[config.mk]
export PLATFORM = sky130hd
export DESIGN_NAME = polak_ribiere_beta_reduction
export DESIGN_NICKNAME = d
export VERILOG_FILES = /design/src/rtl/core/prb_pkg.sv /design/src/rtl/core/prb_mac.sv /design/src/rtl/core/prb_div.sv /design/src/rtl/core/polak_ribiere_beta_reduction.sv
export SDC_FILE = /design/constraint.sdc
export NUM_CORES = 2
export LEC_CHECK = 0
export BUFFER_PORTS_ARGS = -buffer_cell sky130_fd_sc_hd__buf_2
export CAP_MARGIN = 40
export CELL_PAD_IN_SITES_DETAIL_PLACEMENT = 0
export CELL_PAD_IN_SITES_GLOBAL_PLACEMENT = 1
export CORE_ASPECT_RATIO = 2
export CORE_UTILIZATION = 50
export CTS_CLUSTER_SIZE = 30
export DETAILED_ROUTE_END_ITERATION = 8
export HOLD_SLACK_MARGIN = 0.06
export PLACE_DENSITY_LB_ADDON = 0.1
export SYNTH_ARGS = -nofsm -noshare
export SYNTH_HDL_FRONTEND = slang
export SYNTH_SLANG_ARGS = --single-unit
[constraint.sdc]
create_clock -name i_clk -period 27.9 [get_ports i_clk]
set_clock_uncertainty 0.1 [all_clocks]
set_input_delay 1.395 -clock i_clk [delete_from_list [all_inputs] [get_ports i_clk]]
set_output_delay 1.395 -clock i_clk [all_outputs]
set_load 0.01 [all_outputs]
[src/rtl/core/prb_pkg.sv]
// ----------------------------------------------------------------------------
// prb_pkg: shared types and constants for the Polak-Ribiere beta reduction
// Fixed field widths, default sizes, accumulator opcodes and the control
// and status bundles passed between the sequencer and its arithmetic units.
// ----------------------------------------------------------------------------
package prb_pkg;

    // Default sizes handed to the top-level parameters
    localparam int COMPONENT_WIDTH   = 32;
    localparam int ACCUMULATOR_WIDTH = 64;

    // Components per force vector (x, y, z, w)
    localparam int NUM_COMP = 4;

    // Denominator floor register, unsigned Q31.32 (reset is about 1e-5)
    localparam int                     FLOOR_WIDTH = 63;
    localparam logic [FLOOR_WIDTH-1:0] FLOOR_RESET = 63'd42950;

    // Result format: signed Q16.16
    localparam int                    BETA_WIDTH = 32;
    localparam int                    FRAC_BITS  = 16;
    localparam logic [BETA_WIDTH-1:0] BETA_MAX   = 32'h7FFF_FFFF;
    localparam logic [BETA_WIDTH-1:0] BETA_MIN   = 32'h8000_0000;

    // Accumulator operation applied to one product
    typedef enum logic [1:0] {
        ACC_NUM_ADD,
        ACC_NUM_SUB,
        ACC_DEN_ADD
    } t_acc_op;

    // Sequencer to multiply-accumulate unit
    typedef struct packed {
        logic    vld;
        logic    clr;
        t_acc_op op;
    } t_mac_ctl;

    // Divider status back to the sequencer
    typedef struct packed {
        logic done;
        logic big;
    } t_div_stat;

endpackage

[src/rtl/core/prb_mac.sv]
// ----------------------------------------------------------------------------
// prb_mac: shared multiplier with saturating accumulators
// One signed product per cycle is registered, then added to or subtracted
// from the numerator, or added to the denominator, with clamping.
// ----------------------------------------------------------------------------
module prb_mac #(
    parameter int COMPONENT_WIDTH   = prb_pkg::COMPONENT_WIDTH,
    parameter int ACCUMULATOR_WIDTH = prb_pkg::ACCUMULATOR_WIDTH
) (
    input  logic                                i_clk,
    input  logic                                i_rst_n,
    input  prb_pkg::t_mac_ctl                   i_ctl,
    input  logic signed [COMPONENT_WIDTH-1:0]   i_op_a,
    input  logic signed [COMPONENT_WIDTH-1:0]   i_op_b,
    output logic signed [ACCUMULATOR_WIDTH-1:0] o_num,
    output logic signed [ACCUMULATOR_WIDTH-1:0] o_den,
    output logic                                o_ovf
);

    localparam int CW = COMPONENT_WIDTH;
    localparam int AW = ACCUMULATOR_WIDTH;
    localparam int PW = 2 * CW;
    localparam int SW = ((AW > PW) ? AW : PW) + 1;

    localparam logic signed [SW-1:0] ACC_HI = {{(SW-AW+1){1'b0}}, {(AW-1){1'b1}}};
    localparam logic signed [SW-1:0] ACC_LO = {{(SW-AW+1){1'b1}}, {(AW-1){1'b0}}};

    logic signed [PW-1:0] r_prod;
    prb_pkg::t_acc_op     r_prod_op;
    logic                 r_prod_vld;
    logic signed [AW-1:0] r_num;
    logic signed [AW-1:0] r_den;
    logic                 r_ovf;

    logic signed [AW-1:0] acc_sel;
    logic signed [SW-1:0] sum;
    logic signed [AW-1:0] n_acc;
    logic                 sat_hit;

    // Pick the target accumulator and form the wide sum
    always_comb begin
        acc_sel = (r_prod_op == prb_pkg::ACC_DEN_ADD) ? r_den : r_num;
        if (r_prod_op == prb_pkg::ACC_NUM_SUB) begin
            sum = SW'(acc_sel) - SW'(r_prod);
        end else begin
            sum = SW'(acc_sel) + SW'(r_prod);
        end
    end

    // Clamp to the accumulator range
    always_comb begin
        sat_hit = 1'b0;
        n_acc   = sum[AW-1:0];
        if (sum > ACC_HI) begin
            sat_hit = 1'b1;
            n_acc   = ACC_HI[AW-1:0];
        end else if (sum < ACC_LO) begin
            sat_hit = 1'b1;
            n_acc   = ACC_LO[AW-1:0];
        end
    end

    // Product register, no reset on payload
    always_ff @(posedge i_clk) begin
        r_prod <= PW'(i_op_a) * PW'(i_op_b);
    end

    // Product tag and accumulators
    always_ff @(posedge i_clk) begin
        if (!i_rst_n) begin
            r_prod_vld <= 1'b0;
            r_prod_op  <= prb_pkg::ACC_NUM_ADD;
            r_num      <= '0;
            r_den      <= '0;
            r_ovf      <= 1'b0;
        end else begin
            r_prod_vld <= i_ctl.vld;
            r_prod_op  <= i_ctl.op;
            if (i_ctl.clr) begin
                r_num <= '0;
                r_den <= '0;
                r_ovf <= 1'b0;
            end else if (r_prod_vld) begin
                if (r_prod_op == prb_pkg::ACC_DEN_ADD) begin
                    r_den <= n_acc;
                end else begin
                    r_num <= n_acc;
                end
                if (sat_hit) begin
                    r_ovf <= 1'b1;
                end
            end
        end
    end

    assign o_num = r_num;
    assign o_den = r_den;
    assign o_ovf = r_ovf;

endmodule

[src/rtl/core/prb_div.sv]
// ----------------------------------------------------------------------------
// prb_div: restoring divider, one quotient bit per cycle
// Computes floor(mag * 2^16 / den) as a 32-bit quotient and flags a
// quotient that would need more than 32 bits.
// ----------------------------------------------------------------------------
module prb_div #(
    parameter int ACCUMULATOR_WIDTH = prb_pkg::ACCUMULATOR_WIDTH
) (
    input  logic                                  i_clk,
    input  logic                                  i_rst_n,
    input  logic                                  i_start,
    input  logic [ACCUMULATOR_WIDTH-1:0]          i_mag,
    input  logic [ACCUMULATOR_WIDTH-1:0]          i_den,
    output prb_pkg::t_div_stat                    o_stat,
    output logic [prb_pkg::BETA_WIDTH-1:0]        o_quot
);

    localparam int AW    = ACCUMULATOR_WIDTH;
    localparam int QW    = prb_pkg::BETA_WIDTH;
    localparam int FB    = prb_pkg::FRAC_BITS;
    localparam int CNT_W = $clog2(QW);

    logic [AW-1:0]    r_rem;
    logic [AW-1:0]    r_den;
    logic [QW-1:0]    r_low;
    logic [CNT_W-1:0] r_cnt;
    logic             r_busy;
    logic             r_done;
    logic             r_big;

    logic [AW-1:0] rem_sh;
    logic          rem_ge;

    // Shift in the next dividend bit and trial-subtract
    always_comb begin
        rem_sh = {r_rem[AW-2:0], r_low[QW-1]};
        rem_ge = (rem_sh >= r_den);
    end

    // Iteration control
    always_ff @(posedge i_clk) begin
        if (!i_rst_n) begin
            r_busy <= 1'b0;
            r_done <= 1'b0;
            r_cnt  <= '0;
        end else begin
            r_done <= 1'b0;
            if (i_start) begin
                r_busy <= 1'b1;
                r_cnt  <= '0;
            end else if (r_busy) begin
                r_cnt <= r_cnt + 1'b1;
                if (r_cnt == CNT_W'(QW - 1)) begin
                    r_busy <= 1'b0;
                    r_done <= 1'b1;
                end
            end
        end
    end

    // Datapath: load on start, then one quotient bit per cycle
    always_ff @(posedge i_clk) begin
        if (i_start) begin
            r_rem <= i_mag >> FB;
            r_low <= {i_mag[FB-1:0], {(QW-FB){1'b0}}};
            r_den <= i_den;
            r_big <= ((i_mag >> FB) >= i_den);
        end else if (r_busy) begin
            r_rem <= rem_ge ? (rem_sh - r_den) : rem_sh;
            r_low <= {r_low[QW-2:0], rem_ge};
        end
    end

    assign o_stat = {r_done, r_big};
    assign o_quot = r_low;

endmodule

[src/rtl/core/polak_ribiere_beta_reduction.sv]
// ----------------------------------------------------------------------------
// polak_ribiere_beta_reduction: Polak-Ribiere beta over a set of atoms
// Accumulates sum(f.f) - sum(g.f) and sum(g.g) with saturation and emits
// beta = numerator / denominator in signed Q16.16 on the last atom.
// ----------------------------------------------------------------------------
// Each atom transaction carries four current-force and four previous-force
// components; one shared multiplier forms the twelve products one per cycle,
// so an atom holds the input through accept, the twelve products and one
// drain state, and the next atom is taken back in idle. The last atom of a
// set then adds prep and load steps, a bit-serial division and an emit step.
// A denominator at or below the floor register gives beta 0; a quotient
// outside Q16.16 range clamps and sets tuser, as does an accumulator
// overflow. The result sits in an output register, so the next atom may be
// accepted while it waits to be taken.
// ----------------------------------------------------------------------------
module polak_ribiere_beta_reduction #(
    parameter int COMPONENT_WIDTH   = prb_pkg::COMPONENT_WIDTH,
    parameter int ACCUMULATOR_WIDTH = prb_pkg::ACCUMULATOR_WIDTH
) (
    input  logic                                  i_clk,
    input  logic                                  i_rst_n,
    // Denominator floor register
    input  logic                                  i_cfg_wr_en,
    input  logic [prb_pkg::FLOOR_WIDTH-1:0]       i_cfg_wr_data,
    // Atom stream
    input  logic                                  s_axis_tvalid,
    output logic                                  s_axis_tready,
    // tdata, low to high: force_x, force_y, force_z, force_w,
    //                     prev_x, prev_y, prev_z, prev_w
    input  logic [2*prb_pkg::NUM_COMP*COMPONENT_WIDTH-1:0] s_axis_tdata,
    input  logic                                  s_axis_tlast,  // last_atom
    // Result stream
    output logic                                  m_axis_tvalid,
    input  logic                                  m_axis_tready,
    output logic [prb_pkg::BETA_WIDTH-1:0]        m_axis_tdata,  // beta
    output logic                                  m_axis_tuser   // saturated
);

    localparam int CW     = COMPONENT_WIDTH;
    localparam int AW     = ACCUMULATOR_WIDTH;
    localparam int NC     = prb_pkg::NUM_COMP;
    localparam int FW     = prb_pkg::FLOOR_WIDTH;
    localparam int QW     = prb_pkg::BETA_WIDTH;
    localparam int NSTEP  = 3 * NC;
    localparam int STEP_W = $clog2(NSTEP);
    localparam int IDX_W  = $clog2(NC);
    localparam int CMP_W  = (AW > FW) ? AW : FW;

    typedef enum logic [2:0] {
        S_IDLE,
        S_MAC,
        S_DRAIN,
        S_PREP,
        S_LOAD,
        S_DIV,
        S_EMIT
    } t_state;

    t_state                r_state;
    logic signed [CW-1:0]  r_f [NC];
    logic signed [CW-1:0]  r_g [NC];
    logic                  r_last;
    logic [STEP_W-1:0]     r_step;
    logic [FW-1:0]         r_floor;
    logic [AW-1:0]         r_mag;
    logic [AW-1:0]         r_den;
    logic                  r_neg;
    logic                  r_den_ok;
    logic                  r_ovf;
    logic                  r_out_vld;
    logic [QW-1:0]         r_beta;
    logic                  r_sat;

    prb_pkg::t_mac_ctl     mac_ctl;
    logic signed [CW-1:0]  op_a;
    logic signed [CW-1:0]  op_b;
    logic signed [AW-1:0]  mac_num;
    logic signed [AW-1:0]  mac_den;
    logic                  mac_ovf;
    prb_pkg::t_div_stat    div_stat;
    logic [QW-1:0]         div_quot;
    logic [IDX_W-1:0]      comp_idx;
    logic [1:0]            grp;
    logic                  den_ok;
    logic [AW-1:0]         num_mag;
    logic                  out_free;
    logic [QW-1:0]         n_beta;
    logic                  n_sat;

    // Step decode: group 0 is f.f, group 1 is g.f, group 2 is g.g
    assign comp_idx = r_step[IDX_W-1:0];
    assign grp      = 2'(r_step >> IDX_W);

    // Operand select and accumulator command
    always_comb begin
        mac_ctl.vld = (r_state == S_MAC);
        mac_ctl.clr = (r_state == S_PREP);
        case (grp)
            2'd0: begin
                mac_ctl.op = prb_pkg::ACC_NUM_ADD;
                op_a       = r_f[comp_idx];
                op_b       = r_f[comp_idx];
            end
            2'd1: begin
                mac_ctl.op = prb_pkg::ACC_NUM_SUB;
                op_a       = r_g[comp_idx];
                op_b       = r_f[comp_idx];
            end
            default: begin
                mac_ctl.op = prb_pkg::ACC_DEN_ADD;
                op_a       = r_g[comp_idx];
                op_b       = r_g[comp_idx];
            end
        endcase
    end

    prb_mac #(
        .COMPONENT_WIDTH   (CW),
        .ACCUMULATOR_WIDTH (AW)
    ) u_mac (
        .i_clk   (i_clk),
        .i_rst_n (i_rst_n),
        .i_ctl   (mac_ctl),
        .i_op_a  (op_a),
        .i_op_b  (op_b),
        .o_num   (mac_num),
        .o_den   (mac_den),
        .o_ovf   (mac_ovf)
    );

    prb_div #(
        .ACCUMULATOR_WIDTH (AW)
    ) u_div (
        .i_clk   (i_clk),
        .i_rst_n (i_rst_n),
        .i_start (r_state == S_LOAD),
        .i_mag   (r_mag),
        .i_den   (r_den),
        .o_stat  (div_stat),
        .o_quot  (div_quot)
    );

    // Denominator check and numerator magnitude
    always_comb begin
        den_ok  = !mac_den[AW-1] && (mac_den != '0) &&
                  (CMP_W'($unsigned(mac_den)) > CMP_W'(r_floor));
        num_mag = mac_num[AW-1] ? AW'(-mac_num) : $unsigned(mac_num);
    end

    // Clamp the quotient to Q16.16 and apply the sign
    always_comb begin
        n_beta = '0;
        n_sat  = r_ovf;
        if (r_den_ok) begin
            if (r_neg) begin
                if (div_stat.big || (div_quot > prb_pkg::BETA_MIN)) begin
                    n_beta = prb_pkg::BETA_MIN;
                    n_sat  = 1'b1;
                end else begin
                    n_beta = QW'(-div_quot);
                end
            end else begin
                if (div_stat.big || (div_quot > prb_pkg::BETA_MAX)) begin
                    n_beta = prb_pkg::BETA_MAX;
                    n_sat  = 1'b1;
                end else begin
                    n_beta = div_quot;
                end
            end
        end
    end

    assign out_free = !r_out_vld || m_axis_tready;

    // Floor register
    always_ff @(posedge i_clk) begin
        if (!i_rst_n) begin
            r_floor <= prb_pkg::FLOOR_RESET;
        end else if (i_cfg_wr_en) begin
            r_floor <= i_cfg_wr_data;
        end
    end

    // Capture the atom on acceptance
    always_ff @(posedge i_clk) begin
        if (s_axis_tvalid && s_axis_tready) begin
            for (int k = 0; k < NC; k++) begin
                r_f[k] <= s_axis_tdata[k*CW +: CW];
                r_g[k] <= s_axis_tdata[(NC+k)*CW +: CW];
            end
            r_last <= s_axis_tlast;
        end
    end

    // Sequencer and output register
    always_ff @(posedge i_clk) begin
        if (!i_rst_n) begin
            r_state   <= S_IDLE;
            r_step    <= '0;
            r_out_vld <= 1'b0;
        end else begin
            // Raise the result on emit, drop it once taken
            if ((r_state == S_EMIT) && out_free) begin
                r_out_vld <= 1'b1;
            end else if (m_axis_tready) begin
                r_out_vld <= 1'b0;
            end
            case (r_state)
                S_IDLE: begin
                    if (s_axis_tvalid) begin
                        r_step  <= '0;
                        r_state <= S_MAC;
                    end
                end
                S_MAC: begin
                    if (r_step == STEP_W'(NSTEP - 1)) begin
                        r_state <= S_DRAIN;
                    end else begin
                        r_step <= r_step + 1'b1;
                    end
                end
                S_DRAIN: begin
                    r_state <= r_last ? S_PREP : S_IDLE;
                end
                S_PREP: begin
                    r_mag    <= num_mag;
                    r_den    <= $unsigned(mac_den);
                    r_neg    <= mac_num[AW-1];
                    r_den_ok <= den_ok;
                    r_ovf    <= mac_ovf;
                    r_state  <= S_LOAD;
                end
                S_LOAD: begin
                    r_state <= S_DIV;
                end
                S_DIV: begin
                    if (div_stat.done) begin
                        r_state <= S_EMIT;
                    end
                end
                S_EMIT: begin
                    if (out_free) begin
                        r_beta  <= n_beta;
                        r_sat   <= n_sat;
                        r_state <= S_IDLE;
                    end
                end
                default: begin
                    r_state <= S_IDLE;
                end
            endcase
        end
    end

    assign s_axis_tready = (r_state == S_IDLE);
    assign m_axis_tvalid = r_out_vld;
    assign m_axis_tdata  = r_beta;
    assign m_axis_tuser  = r_sat;

endmodule

==> metrics.txt <==
# TYPE chip_impl_metric gauge
chip_impl_info{name="status",value="finished, final reports clean"} 1
chip_impl_metric{name="post_cts_sizing",unit=""} 0
chip_impl_metric{name="top_level_ports",unit=""} 360
chip_impl_metric{name="required",unit="ps"} 28420
chip_impl_metric{name="area_growth",unit="%"} 8.90
chip_impl_metric{name="design.final.nets",unit=""} 10208
chip_impl_metric{name="maximum_buffer_depth_of_the_clock_tree",unit=""} 3
chip_impl_info{name="timing.critical_path.max_delay_family",value="adder cells"} 1
chip_impl_metric{name="drt_wl_total",unit="µm"} 271000
chip_impl_metric{name="ys.warnings.count",unit=""} 0
chip_impl_metric{name="number_of_max_cap_violations",unit=""} 0
chip_impl_metric{name="r2r_cells",unit=""} 30
chip_impl_metric{name="die-width",unit="µm"} 286
chip_impl_info{name="synth.cells.most_frequent",value="inv_1 (1266), fa_1 (1084), nor2_1 (858), nand2_1 (822), edfxtp_1 (550)"} 1
chip_impl_metric{name="first_pass_grt_wire_length",unit="µm"} 399000
chip_impl_info{name="critPathMostFrequentCell",value="fa_1"} 1
chip_impl_metric{name="fin_crit_sh",unit="%"} 42.1
chip_impl_metric{name="arrival",unit="ps"} 12270
chip_impl_metric{name="synth_cell_type_count",unit=""} 87
chip_impl_metric{name="synthesized_nets",unit=""} 10019
chip_impl_metric{name="die_height",unit="µm"} 570
chip_impl_info{name="crit_type",value="reg -> reg"} 1
chip_impl_metric{name="all_layer_gr_usage",unit="%"} 33.5
chip_impl_metric{name="synth_adder_area_share",unit="%"} 33.6
chip_impl_metric{name="hpwlAfterDp",unit="µm"} 221000
chip_impl_metric{name="multi_input_area",unit="µm²"} 52200
chip_impl_info{name="grt_setup_unrepaired",value="false"} 1
chip_impl_info{name="hp-class",value="reg -> reg"} 1
chip_impl_metric{name="post_synth_xor_area_fraction",unit="%"} 3.33
chip_impl_metric{name="synth.area.mux_share",unit="%"} 5.31
chip_impl_metric{name="cts_setup_buffers",unit=""} 0
chip_impl_info{name="tritoncts",value="built"} 1
chip_impl_metric{name="clkTransAtPathRegs",unit="ps"} 70
chip_impl_metric{name="netlist_instances",unit=""} 8181
chip_impl_metric{name="post_synth.cell_area_avg",unit="µm²"} 9.87
chip_impl_info{name="post-synth-top-count-cell",value="inv_1"} 1
chip_impl_info{name="yosys.area.top_type",value="fa_1"} 1
chip_impl_info{name="cp-end-kind",value="flop"} 1
chip_impl_metric{name="drt_pass1_iterations",unit=""} 7
chip_impl_metric{name="fraction_of_final_layout_cells_sized_beyond_drive_strength_1",unit="%"} 10.6
chip_impl_metric{name="avgRoutedWirePerCell",unit="µm"} 25.7
chip_impl_metric{name="initial_core_util",unit="%"} 50.4
chip_impl_metric{name="synth_simple_gate_area_share",unit="%"} 12.4
chip_impl_metric{name="drtIter0Drc",unit=""} 3200
chip_impl_metric{name="rows",unit=""} 208
chip_impl_metric{name="yosys.area.top_type_share",unit="%"} 26.9
chip_impl_metric{name="cts_hold_buffers",unit=""} 0
chip_impl_metric{name="worst-slew-pin-transition",unit="ps"} 939
chip_impl_metric{name="vias_per_cell",unit=""} 5.70
chip_impl_info{name="critical_path.startpoint_type",value="flop"} 1
chip_impl_metric{name="finalHoldViolations",unit=""} 0
chip_impl_metric{name="worstPathMaxFanout",unit=""} 35
chip_impl_info{name="worst_min_delay_path_endpoint",value="u_div.r_den[13]"} 1
chip_impl_metric{name="worst-path-buf-inv",unit=""} 8
chip_impl_info{name="postSynth.topFlopCell",value="edfxtp_1"} 1
chip_impl_metric{name="holdPathStages",unit=""} 0
chip_impl_info{name="r2r_end",value="u_mac.r_prod[61]"} 1
chip_impl_metric{name="filler_cell_count",unit=""} 14556
chip_impl_info{name="dominant_combinational_cell_family_by_area_after_synthesis",value="adder cells"} 1
chip_impl_metric{name="core_region_area",unit="µm²"} 160000
chip_impl_metric{name="cts.htree.levels",unit=""} 3
chip_impl_metric{name="grt_start_max_net_pins",unit=""} 71
chip_impl_metric{name="io_buffer_count",unit=""} 359
chip_impl_metric{name="die_outline_area",unit="µm²"} 163000
chip_impl_metric{name="vias",unit=""} 60190
chip_impl_info{name="clock-root-buffer",value="clkbuf_16"} 1
chip_impl_metric{name="synth-edff-count",unit=""} 550
chip_impl_metric{name="share_of_the_synthesized_area_in_compound_gates_ao_oa_aoi_oai",unit="%"} 9.65
chip_impl_metric{name="grt_overflow_total",unit=""} 0
chip_impl_metric{name="finalCriticalPeriod",unit="ps"} 11750
chip_impl_metric{name="ff2ff_setup_slack",unit="ps"} 16150
chip_impl_metric{name="cts.sinks",unit=""} 857
chip_impl_metric{name="cts_inserted_buffers",unit=""} 83
chip_impl_info{name="timing.critical_path.slowest_stage_cell",value="a311oi_1"} 1
chip_impl_metric{name="synth-seq-cells",unit=""} 857
chip_impl_metric{name="synth.yosys.seq_area_share",unit="%"} 28.1
chip_impl_metric{name="final-seq-area",unit="µm²"} 22700
chip_impl_metric{name="antenna_found_initial",unit=""} 19
chip_impl_metric{name="clock_latency",unit="ps"} 710
chip_impl_metric{name="route.antenna.remaining_nets",unit=""} 0
chip_impl_metric{name="clock.fmax",unit="MHz"} 85.1
chip_impl_metric{name="final_max_slew_viol_count",unit=""} 0
chip_impl_metric{name="synthesis.area",unit="µm²"} 80700
chip_impl_metric{name="timing.critical_path.slowest_cell_delay",unit="ps"} 770
chip_impl_info{name="holdCritStartpoint",value="r_den[13]"} 1
chip_impl_metric{name="remaining_drc_errors",unit=""} 0
chip_impl_metric{name="place.gp.congestion",unit=""} 1.05
chip_impl_metric{name="number_of_global_route_vias_before_repair",unit=""} 65279
chip_impl_info{name="synth.area.top_cells",value="fa_1 (27%), edfxtp_1 (20%), dfxtp_1 (7.6%)"} 1
chip_impl_metric{name="timing.final.setup_violations",unit=""} 0
chip_impl_metric{name="final.setup.tns",unit="ps"} 0
chip_impl_metric{name="max_slew_margin",unit="%"} 36.7
chip_impl_metric{name="async_set_or_reset_register_ratio_after_synthesis",unit="%"} 0
## how the worst max path moves through the flow
stage / from / end / slack, ps / cells after the start
finish: flop / u_mac.r_prod[61] / 16150 / 30
CTS: flop / u_mac.r_prod[61] / 16280 / 30
global route: flop / u_mac.r_prod[61] / 15770 / 30
floorplan: flop / u_mac.r_prod[63] / 18300 / 28
detailed placement: flop / u_mac.r_prod[61] / 16320 / 30
global placement: flop / u_mac.r_prod[61] / 16400 / 30
## stage by stage
step	setup slack, ps	hold slack (ps)	cell area [µm²]	std cells	utilization [%]
floorplan	18300	308	80700	8181	-
global placement	16400	335	84800	10370	52.9
detailed placement	16320	332	85100	10385	53.1
CTS	16280	318	87900	10540	54.8
global route	15770	342	87900	10553	54.8
finish	16150	328	87900	10553	54.8
## per-layer routing
| metal | global-route usage, % | vias to the layer above | part of all wire, % |
|---|---|---|---|
| met5 | 0 | - | 0.013 |
| met4 | 29.3 | 6 | 11 |
| met3 | 4.25 | 967 | 4.5 |
| met2 | 63.8 | 2112 | 54 |
| met1 | 30.8 | 29948 | 31 |
| li1 | - | 27157 | - |
## kinds of logic after synthesis
family	after synthesis
DFF	857
AOI/OAI and AO/OA	1247
and+or+nand+nor	2279
buffers and inverters	1643
adders and majority gates	1515
muxes	333
xor gates and xnor gates	307
## cell type report
cell class              count  share of cell area, %
flip-flops and latches    857                   25.8
well taps                2100                   2.99
diodes                     13                 0.0370
inverters                1268                   5.42
multi-input cells        5681                   59.3
clock buffers             102                   2.53
clock inverters            53                  0.697
repair buffers            479                   3.22
## state kept, by name, indices dropped and copies added, names as in the netlist, 63 cells and up, named ones only
signal and flops:
r_floor 63, u_div.r_rem 63, u_mac.r_prod 64, u_mac.o_den 64, r_g 128, u_mac.o_num 64
r_f 128, u_div.r_den 64, r_den 64, r_mag 64
## cell usage in the layout (no fill, tap or decap), drive strengths merged, types with 55 or more instances in the layout
| master | Yosys | routed |
|---|---|---|
| a21o | 140 | 140 |
| a21oi | 382 | 382 |
| buf | 34 | 479 |
| clkbuf | 341 | 102 |
| dfxtp | 307 | 307 |
| edfxtp | 550 | 550 |
| fa | 1084 | 1084 |
| ha | 429 | 429 |
| inv | 1266 | 1276 |
| mux2 | 122 | 122 |
| mux2i | 147 | 147 |
| mux4 | 64 | 64 |
| nand2 | 823 | 823 |
| nand2b | 55 | 55 |
| nand3 | 71 | 71 |
| nand4 | 81 | 81 |
| nor2 | 858 | 858 |
| nor2b | 108 | 108 |
| nor3 | 55 | 55 |
| o21a | 59 | 59 |
| o21ai | 310 | 310 |
| xnor2 | 205 | 205 |
| xor2 | 102 | 102 |
Power is not shown: default switching activity piles up to over one toggle a cycle in this logic, so the estimate is an artifact.
